--- config.mk ---
export PLATFORM = sky130hd
export DESIGN_NAME = tlg_cell
export DESIGN_NICKNAME = d
export VERILOG_FILES = /design/src/hw/rtl/tlg_pkg.sv /design/src/hw/rtl/tlg_cell.sv
export SDC_FILE = /design/constraint.sdc
export NUM_CORES = 1
export LEC_CHECK = 0
export ABC_AREA = 1
export BUFFER_PORTS_ARGS = -buffer_cell sky130_fd_sc_hd__buf_2
export CAP_MARGIN = 15
export CORE_ASPECT_RATIO = 0.7
export CORE_UTILIZATION = 43
export DETAILED_ROUTE_END_ITERATION = 8
export GPL_TIMING_DRIVEN = 0
export PLACE_DENSITY = 0.8
export RECOVER_POWER = 100
export SYNTH_ARGS = -nofsm -noshare
export SYNTH_HDL_FRONTEND = slang
export SYNTH_SLANG_ARGS = --single-unit
--- constraint.sdc ---
create_clock -name clk -period 1.1 [get_ports clk]
set_clock_uncertainty 0.05 [all_clocks]
set_input_delay 0.055 -clock clk [delete_from_list [all_inputs] [get_ports clk]]
set_output_delay 0.055 -clock clk [all_outputs]
set_load 0.01 [all_outputs]
--- src/hw/rtl/tlg_pkg.sv ---
// Shared types and constants for the toroidal Life generation block.
// Depends on nothing; every other file of the block imports it.
package tlg_pkg;

  localparam int unsigned ROW_W = 64;  // bits in one row word
  localparam int unsigned IDX_W = 6;   // bits in a row index

  // Operation codes carried by in_op.
  localparam logic OP_LOAD    = 1'b0;
  localparam logic OP_ADVANCE = 1'b1;

  // Neighbor counts of rule B3/S23.
  localparam logic [3:0] BIRTH_COUNT   = 4'd3;
  localparam logic [3:0] SURVIVE_COUNT = 4'd2;

  typedef logic [ROW_W-1:0] row_t;
  typedef logic [IDX_W-1:0] row_idx_t;

  // Per-cycle control of one row cell in the ring.
  typedef struct packed {
    logic load;   // take the loaded row word
    logic shift;  // take the neighbor's row word
  } cell_ctrl_t;

endpackage

--- src/hw/rtl/tlg_cell.sv ---
// One row cell of the ring: holds a single row word of the grid.
// Depends on tlg_pkg for the row type and the control struct.
module tlg_cell (
  input  logic               clk,
  input  logic               rst_n,
  input  tlg_pkg::cell_ctrl_t ctrl,
  input  tlg_pkg::row_t      load_bits,
  input  tlg_pkg::row_t      shift_in,
  output tlg_pkg::row_t      row_q
);
  import tlg_pkg::*;

  row_t row_r;
  row_t row_nxt;

  always_comb begin
    row_nxt = row_r;
    if (ctrl.load) begin
      row_nxt = load_bits;
    end else if (ctrl.shift) begin
      row_nxt = shift_in;
    end
  end

  // The grid starts with every cell dead.
  always_ff @(posedge clk) begin
    if (!rst_n) begin
      row_r <= '0;
    end else begin
      row_r <= row_nxt;
    end
  end

  assign row_q = row_r;

endmodule

==> out/qor.yml <==
floorplanning:
  fp.dieW_um: 104.6
  die_y_um: 73.80
  row_count: 25
  core-area_um2: 6944
  ioPinCount: 196
  floorplan.initialDensity_pct: 45.60
  dieArea_um2: 7717
worst_setup_path:
  cp_num_buf_inv: 1
  cp_slowest_cell: "dfxtp_1"
  worst_setup_path_end_kind: "primary output"
  start_kind: "flop"
  crit_family: "flip-flops"
  path_class: "flop to primary output"
  crit_chain: "clkbuf_1"
  rr_startpoint: "row_q[3]"
  slowest_delay_ns: 0.36
  path_max_fanout: 2
  startpoint: "row_q[24]"
  required_ns: 1.00
  cp_data_arrival_time_ns: 0.90
global_routing:
  grt_util_all_layers_pct: 34.79
  grt_pass1_wl_um: 21080
  grt_max_degree: 11
  met2_usage_pct: 64.61
  grt_pass1_vias: 4409
  grt_use_met1_pct: 38.77
  grt_overflow: 0
  antenna_found_initial: 0
  top_usage_layer: "met2"
  grt_use_met3_pct: 8.873
clock_network:
  clkTransAtPathRegs_ns: 0.07
  cts_made_buffers: 9
  post_cts_buffers: 0
  cts-root-buf: "clkbuf_8"
  clock_latency_ns: 0.33
  cts.htree.levels: 3
  cts.path.max_buffers: 2
  cts_tree: "done"
  cts_sinks: 64
placed_design:
  port_buffers: 194
  placed_area_um2: 4255
  gp_congestion: 0.8395
  dp_hpwl_um: 7329
  place_ws_ns: -0.07275
drt:
  drc: 0
  wl_per_cell_um: 15.18
  vias_per_cell: 5.112
  first_pass_iters: 4
  routed_wl_um: 13500
  drt_iter0_markers: 351
  postRouteAntennaNets: 0
  vias: 4545
pwr:
  peakVddDrop_v: 0.0007731
  power_density_nw_per_um2: 1126
  power.total_mw: 6.060
  leakage_nw: 2.969
cells_and_area:
  design_area_um2: 5384
  layout-drive-gt1-share_pct: 23.90
  num-nets-final: 922
  syn2layout_area_growth_pct: 70.01
  antenna_cells: 0
  largest_reg_flops: 64
run_status:
  status: "complete, no violations"
yosys:
  synth_seq_cells: 64
  ys_warn_count: 0
  synth_top_family_by_area: "simple AND/OR/NAND/NOR gates"
  yosys.area_share.simple_pct: 44.92
  syn_area_per_cell_um2: 6.556
  ys_seq_area_share_pct: 40.46
  syn_inst: 483
  yosys.area_share.xor_xnor_pct: 0
  ys_types: 12
  syn-num-nets: 615
  synthesis.area_um2: 3167
  muxShareOfSynthArea_pct: 0
  synth_fa_ha_area_share_pct: 0
  synth-compound-area-share_pct: 0
timing:
  fin_crit_ns: 1.002
  rsz0062_at_grt: "no"
  relSlewSlack_pct: 67.25
  finalMaxSlewViolations: 0
  fin_crit_sh_pct: 91.13
  timing.fmax_ghz: 0.9976
  worst_pin_slew_ns: 0.4913
  hold_viol: 0
  worst_slack_ns: 0.09757
  report.final.setup_viol: 0
min_path:
  hp-class: "input pin to flop"
  hp-start: "shift_in[13]"
job:
  cap_violations: 0
==> synthesized netlist by cell type (all sizes together) <==
library cell / count / area (um2)
buf: 30 / 207.7
inv: 65 / 244.0
dfxtp: 64 / 1281
nor2: 1 / 11.26
nand3: 128 / 640.6
nand2: 192 / 770.7
clkbuf: 3 / 11.26
==> repair_timing <==
item | in CTS | in global routing
hold buffers | 102 | 0
gates resized for setup | 0 | 0
endpoints found under the hold margin | 64 | 0
==> routing by layer <==
metal  wire (um)  part of all wire (%)
met4         407                   3.0
met5           0                     0
met2        6663                    49
met3        1253                   9.3
met1        5172                    38
==> final cells by class <==
| class | instances | area (um2) |
|---|---|---|
| Buffer | 33 | 212.7 |
| Clock buffer | 13 | 158.9 |
| Clock inverter | 3 | 40.04 |
| Fill cell | 519 | 1560 |
| Inverter | 65 | 244.0 |
| Multi-Input combinational cell | 321 | 1423 |
| Sequential cell | 64 | 1281 |
| Tap cell | 94 | 117.6 |
| Timing Repair Buffer | 296 | 1907 |
==> layout by cell type, fill, tap and decap left out <==
master           n
nor2_4           1
buf_4            9
buf_6            5
dlygate4sd3_1  102
nand2_1        172
clkbuf_1        75
bufinv_16        1
nand3_1        128
buf_2          139
inv_1           64
clkinv_2         2
clkbuf_2         1
inv_2            1
clkbuf_8        11
nand2_2         20
dfxtp_1         64
==> metrics by stage <==
step	TNS, ns	hold slack, ns	instances	util, %
floorplan	0	0.2047	483	-
global placement	-1.322	0.2951	771	61.28
detailed placement	-1.026	0.3018	771	61.28
CTS	0	0.0002656	889	78.85
global route	0	0.01043	889	77.53
finish	0	0.01353	889	77.53
==> kinds of logic (layout without fill, tap and decap cells) <==
group / count (synthesis) / count (layout)
simple gates: 321 / 321
buf+inv: 98 / 410
flops: 64 / 64
==> report_power, final <==
part	internal, mW	switching, mW
registers	2.47	0.0990
clock network	1.17	0.905
logic	0.695	0.723
total	4.33	1.73
==> worst register-to-register path: cells and delay by family, from the launching register on <==
kind                   cells  cell delay [ns]
and+or+nand+nor            3             0.28
DFF                        1             0.33
buffers and inverters      1             0.06
==> path summary, 6_finish.rpt <==
path | to | slack (ns) | depth (start not counted)
min | row_q[13] | 0.01 | 5
min reg2reg | row_q[60] | 0.50 | 4
max | row_q[24] | 0.1 | 1
max reg2reg | row_q[3] | 0.29 | 4
Power figures use the tool's default switching activity.
