$ cat src/hw/rtl/tlg_pkg.sv
// Shared types and constants for the toroidal Life generation block.
// Depends on nothing; every other file of the block imports it.
package tlg_pkg;

  localparam int unsigned ROW_W = 64;  // bits in one row word
  localparam int unsigned IDX_W = 6;   // bits in a row index

  // Operation codes carried by in_op.
  localparam logic OP_LOAD    = 1'b0;
  localparam logic OP_ADVANCE = 1'b1;

  // Neighbor counts of rule B3/S23.
  localparam logic [3:0] BIRTH_COUNT   = 4'd3;
  localparam logic [3:0] SURVIVE_COUNT = 4'd2;

  typedef logic [ROW_W-1:0] row_t;
  typedef logic [IDX_W-1:0] row_idx_t;

  // Per-cycle control of one row cell in the ring.
  typedef struct packed {
    logic load;   // take the loaded row word
    logic shift;  // take the neighbor's row word
  } cell_ctrl_t;

endpackage

$ cat src/hw/rtl/tlg_rule.sv
// Next-row evaluation of rule B3/S23 with wrap-around columns.
// Depends on tlg_pkg for the row type and the rule counts.
module tlg_rule #(
  parameter int unsigned GRID_COLS = 64
) (
  input  tlg_pkg::row_t up,
  input  tlg_pkg::row_t mid,
  input  tlg_pkg::row_t down,
  output tlg_pkg::row_t nxt
);
  import tlg_pkg::*;

  for (genvar j = 0; j < ROW_W; j++) begin : g_col
    if (j < GRID_COLS) begin : g_in
      localparam int unsigned WEST = (j + GRID_COLS - 1) % GRID_COLS;
      localparam int unsigned EAST = (j + 1) % GRID_COLS;
      logic [3:0] cnt;
      assign cnt = 4'(up[WEST]) + 4'(up[j]) + 4'(up[EAST])
                 + 4'(mid[WEST]) + 4'(mid[EAST])
                 + 4'(down[WEST]) + 4'(down[j]) + 4'(down[EAST]);
      assign nxt[j] = (cnt == BIRTH_COUNT) || (mid[j] && (cnt == SURVIVE_COUNT));
    end else begin : g_out
      assign nxt[j] = 1'b0;
    end
  end

endmodule

$ cat config.mk
export PLATFORM = sky130hd
export DESIGN_NAME = tlg_rule
export DESIGN_NICKNAME = d
export VERILOG_FILES = /design/src/hw/rtl/tlg_pkg.sv /design/src/hw/rtl/tlg_rule.sv
export SDC_FILE = /design/constraint.sdc
export NUM_CORES = 1
export LEC_CHECK = 0
export BUFFER_PORTS_ARGS = -buffer_cell sky130_fd_sc_hd__buf_2
export CAP_MARGIN = 30
export CORE_ASPECT_RATIO = 1.75
export CORE_MARGIN = 2
export CORE_UTILIZATION = 58
export DETAILED_ROUTE_END_ITERATION = 8
export GPL_TIMING_DRIVEN = 0
export PLACE_DENSITY_LB_ADDON = 0.05
export SETUP_SLACK_MARGIN = 0.5
export SLEW_MARGIN = 30
export SYNTH_ARGS = -nofsm -noshare
export SYNTH_HDL_FRONTEND = slang
export SYNTH_SLANG_ARGS = --single-unit
$ cat constraint.sdc
create_clock -name vclk -period 4.9
set_input_delay 0.735 -clock vclk [all_inputs]
set_output_delay 0.735 -clock vclk [all_outputs]
set_load 0.01 [all_outputs]
==> results of run 1 <==
## critical path, delay by kind of cell
family	cells	cell delay, ns
AOI/OAI and AO/OA	1	0.17
and+or+nand+nor	1	0.23
buffers and inverters	4	0.41
adders and majority gates	5	2.06
## kinds of logic (layout without fill, tap and decap cells)
group,Yosys count,count (layout),share of synthesized area [%]
compound gates,192,192,8.83
fa+ha+maj,448,448,69.1
buf+inv,447,706,15.4
other cells,0,5,0
simple gates,128,128,6.62
## worst paths after layout
check | cells after the start | start | end
worst max-delay path | 11 | up[53] | nxt[54]
worst min-delay path | 4 | mid[16] | nxt[16]
## per-layer routing
metal  global-route usage [%]  wire (um)  vias up
li1                         -          -     4182
met1                     22.7       7170     4089
met2                     50.1      13300      189
met3                     2.74       1090       36
met4                     4.97        552        0
met5                        0          0        -
## cell type report
| class | instances | area, um2 | area share, % |
|---|---|---|---|
| Timing Repair Buffer | 259 | 1330 | 10.5 |
| Antenna cell | 5 | 12.5 | 0.0986 |
| Inverter | 447 | 1690 | 13.3 |
| Multi-Input combinational cell | 768 | 9360 | 73.8 |
| Tap cell | 238 | 298 | 2.35 |
## timing repair
action                                  in CTS  in global routing
gates resized for setup                      2                 94
setup buffers                                0                  3
pin swaps                                    0                 36
endpoints found under the setup margin       2                 32
gates cloned                                 0                  0
hold buffers                                 0                  0
## cells in the final DEF (no fill, tap or decap), drive strengths merged
cell type and n:
nand3 64, inv 447, o21ai 64, fa 256
buf 259, diode 5, ha 192, or2 64
a21oi 128
## metrics by stage
step / cells / total power, mW
after floorplan: 1215 / 1.84
after global placement: 1709 / 2.50
after detailed placement: 1709 / 2.62
after CTS: 1709 / 2.64
after global routing: 1716 / 3.18
final: 1717 / 2.67
## power breakdown
group	switching [mW]	internal [mW]	total [mW]
clock	0	0.000000136	0.000000137
combinational	1.47	1.20	2.67
sequential	0	0	0
==> flow_summary.ini, run 1 <==
[power_and_ir_drop]
leakagePower_nw = 7.28
p_per_area_nw_per_um2 = 210
ir_worst_vdd_v = 0.000124

[detailed_routing]
drtIter0Drc = 160
wirelength_um = 22100
drcViolationCount = 0
drt.antenna.violating_nets = 0
avgRoutedWirePerCell_um = 12.9
via_per_inst = 4.95
num_vias = 8496
drt-pass1-iter-count = 6

[yosys]
yosysMostFrequentCell = inv_1
yosys.area.top_type = fa_1
synth_top_cell_area_share_pct = 47.1
syn-num-nets = 1855
syn-cell-area_um2 = 10900
yosysWarnings = 0
synth.avg_cell_area_um2 = 8.96
synth_cell_types = 8
synth_common_cells = inv_1 (447), fa_1 (256), ha_1 (192), a21oi_1 (128)
postSynthCellCount = 1215
synth_area_leaders = fa_1 (47%), ha_1 (22%), inv_1 (15%)
seq_area_frac_synth_pct = 0

[placed_design]
placed_cell_area_um2 = 12500
place_congestion = 0.855
portBuffers = 256
dp_hpwl_um = 21600
dp_slack_ns = 0.492

[timing]
fin_crit_ns = 4.34
setup_tns_ns = 0
holdWs_ns = 1.85
rsz0062_at_grt = true
fin_ws_ns = 0.556
fin_crit_sh_pct = 88.7
drv_slew = 0
slew_headroom_pct = 83.9
worst_slew_pin_slew_ns = 0.241
setup_viol = 0
max_freq_mhz = 230
finalHoldViolCount = 0

[floorplanning]
chipHeight_um = 185
rows = 66
initial_core_util_pct = 58.9
ios = 256
fp.dieW_um = 108
core_area_um2 = 18500
dieArea_um2 = 19900

[grt]
track_usage_pct = 23.4
grt_max_degree = 4
grt_pass1_vias = 9563
antenna_found_initial = 5
grt_pass1_wl_um = 38400
overflow = 0

[worst_setup_path]
required_ns = 4.16
cp_cell_sequence = buf_2, inv_1, fa_1, fa_1, fa_1, inv_1, ha_1, fa_1, or2_0, a21oi_1, buf_2
cpMostUsedCell = fa_1
cp-end-kind = output pin
cp_max_fo = 2
arrival_ns = 3.61
cpPeakStageDelay_ns = 0.56
path_class = input pin to output pin
critical_path.startpoint_type = input pin
slowest_stage = fa_1

[status]
outcome = completed

[finish]
syn2layout_area_growth_pct = 16.6
fin_nets = 2116
flops_and_latches = 0
fin_util_pct = 68.6
seq_area_um2 = 0
design_area_um2 = 12700
nFillCells = 1682
nClkBuffers = 0
drive_above_1_share_pct = 22.8

[hold_path]
hold_class = input pin to output pin

[flow_run]
maxCapViolations = 0
Note: power is estimated with default switching activity, not from simulation.
==> run 2, diff against run 1 <==
Settings changed: CORE_MARGIN 2 to not set.
==> run 2 against run 1 <==
  * Die area decreased by 2.9%
  * First-iteration DRC count decreased by 9.4%
  * Critical path depth unchanged
  * Global-route usage increased by 0.44 points
  * Core utilization decreased by 0.54 points
  * Worst hold slack improved by 0.0098 ns
  * Total power decreased by 1.1%
  * Routed wire length decreased by 1.5%
  * Sequential share of layout area unchanged
  * Combinational power about the same
  * Critical path type unchanged
  * Flip-flop and latch count unchanged
  * Non-clock buffer count decreased by 3
==> flow_summary.ini, run 2 (same netlist as run 1, synthesis figures left out) <==
[worst_setup_path]
path_class = input pin to output pin
required_ns = 4.16
slowest_stage = fa_1
cp_max_fo = 2
arrival_ns = 3.59
cp_cell_sequence = buf_2, inv_1, fa_1, fa_1, fa_1, inv_1, ha_1, fa_1, or2_1, a21oi_2, buf_2
cpPeakStageDelay_ns = 0.50
cpMostUsedCell = fa_1
cp-end-kind = output pin
critical_path.startpoint_type = input pin

[finish]
flops_and_latches = 0
seq_area_um2 = 0
fin_nets = 2113
fin_cells = 1718
final_common_cell = inv_1
syn2layout_area_growth_pct = 15.7
nFillCells = 1657
final_cell_mix = inv_1 (427), buf_2 (254), fa_1 (243)
nClkBuffers = 0
fin_util_pct = 68.1
drive_above_1_share_pct = 20.9

[hold_path]
holdPathEnd = nxt[12]
hold_class = input pin to output pin
holdPathStages = 4
hold_start = mid[12]

[placed_design]
place_congestion = 0.842
dp_slack_ns = 0.525
portBuffers = 256
dpl.cell_count = 1709
dp_hpwl_um = 21400

[detailed_routing]
via_per_inst = 4.99
drtIter0Drc = 145
avgRoutedWirePerCell_um = 12.7
num_vias = 8574
drt.antenna.violating_nets = 0
drt-pass1-iter-count = 4
wirelength_um = 21800
drcViolationCount = 0

[grt]
antenna_found_initial = 10
grt_pass1_wl_um = 37800
overflow = 0
track_usage_pct = 23.8
grt_max_degree = 4
grt_pass1_vias = 9494

[timing]
fin_crit_ns = 4.33
fin_crit_sh_pct = 88.4
slew_headroom_pct = 82.8
drv_slew = 0
fin_ws_ns = 0.571
worst_slew_pin_slew_ns = 0.258
rsz0062_at_grt = true
finalHoldViolCount = 0
setup_viol = 0
setup_tns_ns = 0
max_freq_mhz = 231
holdWs_ns = 1.86

[status]
outcome = completed

[floorplanning]
fp.dieW_um = 106
rows = 66
initial_core_util_pct = 58.9
chipHeight_um = 183
dieArea_um2 = 19300
ios = 256
core_area_um2 = 18500

[power_and_ir_drop]
p_per_area_nw_per_um2 = 210
leakagePower_nw = 7.28
ir_worst_vdd_v = 0.000114

[flow_run]
maxCapViolations = 0
-- run 2: what timing repair did --
action                     in CTS  in global routing
hold buffers                    0                  0
buffers inserted                0                  0
resized for setup               0                 57
setup endpoints to repair       0                 27
-- run 2: cell type report --
type,count,area [um2],area share (%)
Tap cell,238,298,2.36
Multi-Input combinational cell,768,9300,73.9
Antenna cell,9,22.5,0.179
Inverter,447,1680,13.3
Timing Repair Buffer,256,1290,10.2
-- run 2: power breakdown --
part	switching [mW]	leakage (nW)	internal (mW)
Clock	0	0.0000570	0.000000246
Sequential	0	0	0
Combinational	1.46	7.28	1.18
-- run 2: worst max-delay path, delay by kind of cell --
kind / cells / cell delay [ns]
buffers and inverters: 4 / 0.45
AO/OA/AOI/OAI: 1 / 0.13
AND/OR/NAND/NOR: 1 / 0.25
adder cells (fa/ha/maj): 5 / 2.02
-- run 2: worst max-delay path by stage --
stage | start | slack, ns | to | depth (start not counted)
after floorplan | up[0] | 0.86 | nxt[63] | 9
after global placement | up[47] | 0.54 | nxt[48] | 11
after detailed placement | up[0] | 0.53 | nxt[63] | 11
after CTS | up[2] | 0.51 | nxt[3] | 11
after global routing | up[47] | 0.45 | nxt[48] | 11
final | up[24] | 0.57 | nxt[24] | 11
-- run 2: per-stage QoR --
step           total power, mW  cell area, um2
2_1_floorplan             1.84           10900
3_3_place_gp              2.50           12500
3_5_place_dp              2.62           12500
4_1_cts                   2.64           12500
5_1_grt                   3.13           12600
6_report                  2.64           12600
-- run 2: layer usage --
metal,track usage [%],routed length (um)
met1,22.0,6970
met2,51.1,12800
met3,3.27,1210
met4,7.61,744
met5,0,10
==> run 3, diff against run 2 <==
Settings changed: PLACE_DENSITY set to 0.95, PLACE_DENSITY_LB_ADDON 0.05 to not set.
==> run 3 against run 2 <==
  * Global-route usage is 4.5 points higher
  * Fmax is 0.83% lower
  * Cell count is 0.12% lower
  * Critical path type unchanged
  * Largest power group unchanged
==> flow_summary.ini, run 3 (same netlist as run 1, synthesis figures left out) <==
[status]
outcome = completed

[finish]
syn2layout_area_growth_pct = 17.5
final_cell_mix = inv_1 (399), buf_2 (242), fa_1 (232)
drive_above_1_share_pct = 24.5
fin_nets = 2118
design_area_um2 = 12800
seq_area_um2 = 0
flops_and_latches = 0
final_common_cell = inv_1
nClkBuffers = 0

[floorplanning]
initial_core_util_pct = 58.9
chipHeight_um = 183
ios = 256
fp.dieW_um = 106
rows = 66
core_area_um2 = 18500
dieArea_um2 = 19300

[placed_design]
placed_cell_area_um2 = 12500
dp_hpwl_um = 25100
place_congestion = 0.893
portBuffers = 256

[timing]
setup_viol = 0
worst_slew_pin_slew_ns = 0.306
fin_crit_sh_pct = 89.1
max_freq_mhz = 229
slew_headroom_pct = 79.4
setup_tns_ns = 0
drv_slew = 0
fin_crit_ns = 4.37
finalHoldViolCount = 0
rsz0062_at_grt = true

[worst_setup_path]
critical_path.startpoint_type = input pin
cp-end-kind = output pin
cp_max_fo = 2
path_class = input pin to output pin
required_ns = 4.16
crit_start = up[55]
arrival_ns = 3.63

[power_and_ir_drop]
leakagePower_nw = 7.28
pwr-share-clk_pct = 0
p_switching_mw = 1.63
internal-power_mw = 1.27
sw_frac_of_total_pct = 56.2
ir_worst_vdd_v = 0.000143
fin_total_pwr_mw = 2.89
p_per_area_nw_per_um2 = 226
combPwrFrac_pct = 100.0
seqPwrFrac_pct = 0

[detailed_routing]
avgRoutedWirePerCell_um = 16.0
drt.antenna.violating_nets = 0
highest_layer = met5
drtIter0Drc = 385
met1_length_um = 8390
met2_length_um = 15900
met3_length_um = 1670
via_per_inst = 5.32
drt-pass1-iter-count = 4
num_vias = 9128
wirelength_um = 27500
drcViolationCount = 0

[hold_path]
hold_class = input pin to output pin
holdPathStages = 4
hold_start = mid[62]

[grt]
grt_pass1_vias = 10500
track_usage_pct = 28.3
antenna_found_initial = 7
overflow = 0
grt_max_degree = 4
grt_pass1_wl_um = 44200

[flow_run]
maxCapViolations = 0

[clock_tree]
cts_hold_buf = 0
[run 3: cell count changes in the layout (fill, tap and decap cells not counted), sizes merged]
cell / before / now
clkinvlp: 0 / 1
buf: 256 / 261
inv: 447 / 446
diode: 9 / 2
[run 3: path summary, 6_finish.rpt]
kind,slack [ns],to
max,0.53,nxt[55]
min,1.87,nxt[62]
[run 3: stage by stage]
stage / worst slack (ns) / hold WS [ns] / cells / utilization (%)
final: 0.534 / 1.87 / 1716 / 69.2
after global routing: 0.422 / 1.89 / 1714 / 69.1
after CTS: 0.500 / 1.86 / 1709 / 67.4
after detailed placement: 0.502 / 1.85 / 1709 / 67.4
after global placement: 0.541 / 1.85 / 1709 / 67.4
after floorplan: 0.862 / 1.66 / 1215 / -
[run 3: cell type report]
| cell class | instances | area [um2] |
|---|---|---|
| multi-input combinational | 768 | 9390 |
| timing repair buffer | 261 | 1400 |
| inverter | 447 | 1700 |
| antenna | 2 | 5.00 |
| tap | 238 | 298 |
| fill | 1309 | 5700 |
[run 3: power by group through the flow]
stage / clock network [mW] / logic, mW / registers [mW]
floorplan: 0 / 1.84 / 0
global placement: 0 / 2.45 / 0
detailed placement: 0 / 2.72 / 0
CTS: 0 / 2.75 / 0
global route: 0 / 3.32 / 0
finish: 0.0000000546 / 2.89 / 0
[run 3: critical path, cell delays in order]
cell     delay, ns
buf_8         0.08
inv_6         0.03
fa_1          0.49
fa_1          0.53
fa_1          0.57
inv_2         0.05
ha_4          0.16
fa_2          0.35
or2_1         0.26
a21oi_2       0.19
buf_2         0.16
[run 3: per-layer routing]
layer	global-route usage, %	up-vias
met5	0	-
met4	14.1	8
met3	5.05	142
met2	59.0	365
met1	24.9	4427
li1	-	4186
[run 3: what timing repair did]
action | in CTS | in global routing
pin swaps | 0 | 61
setup endpoints to repair | 2 | 34
gates resized for setup | 2 | 141
setup buffers | 0 | 5
endpoints found under the hold margin | 0 | 0
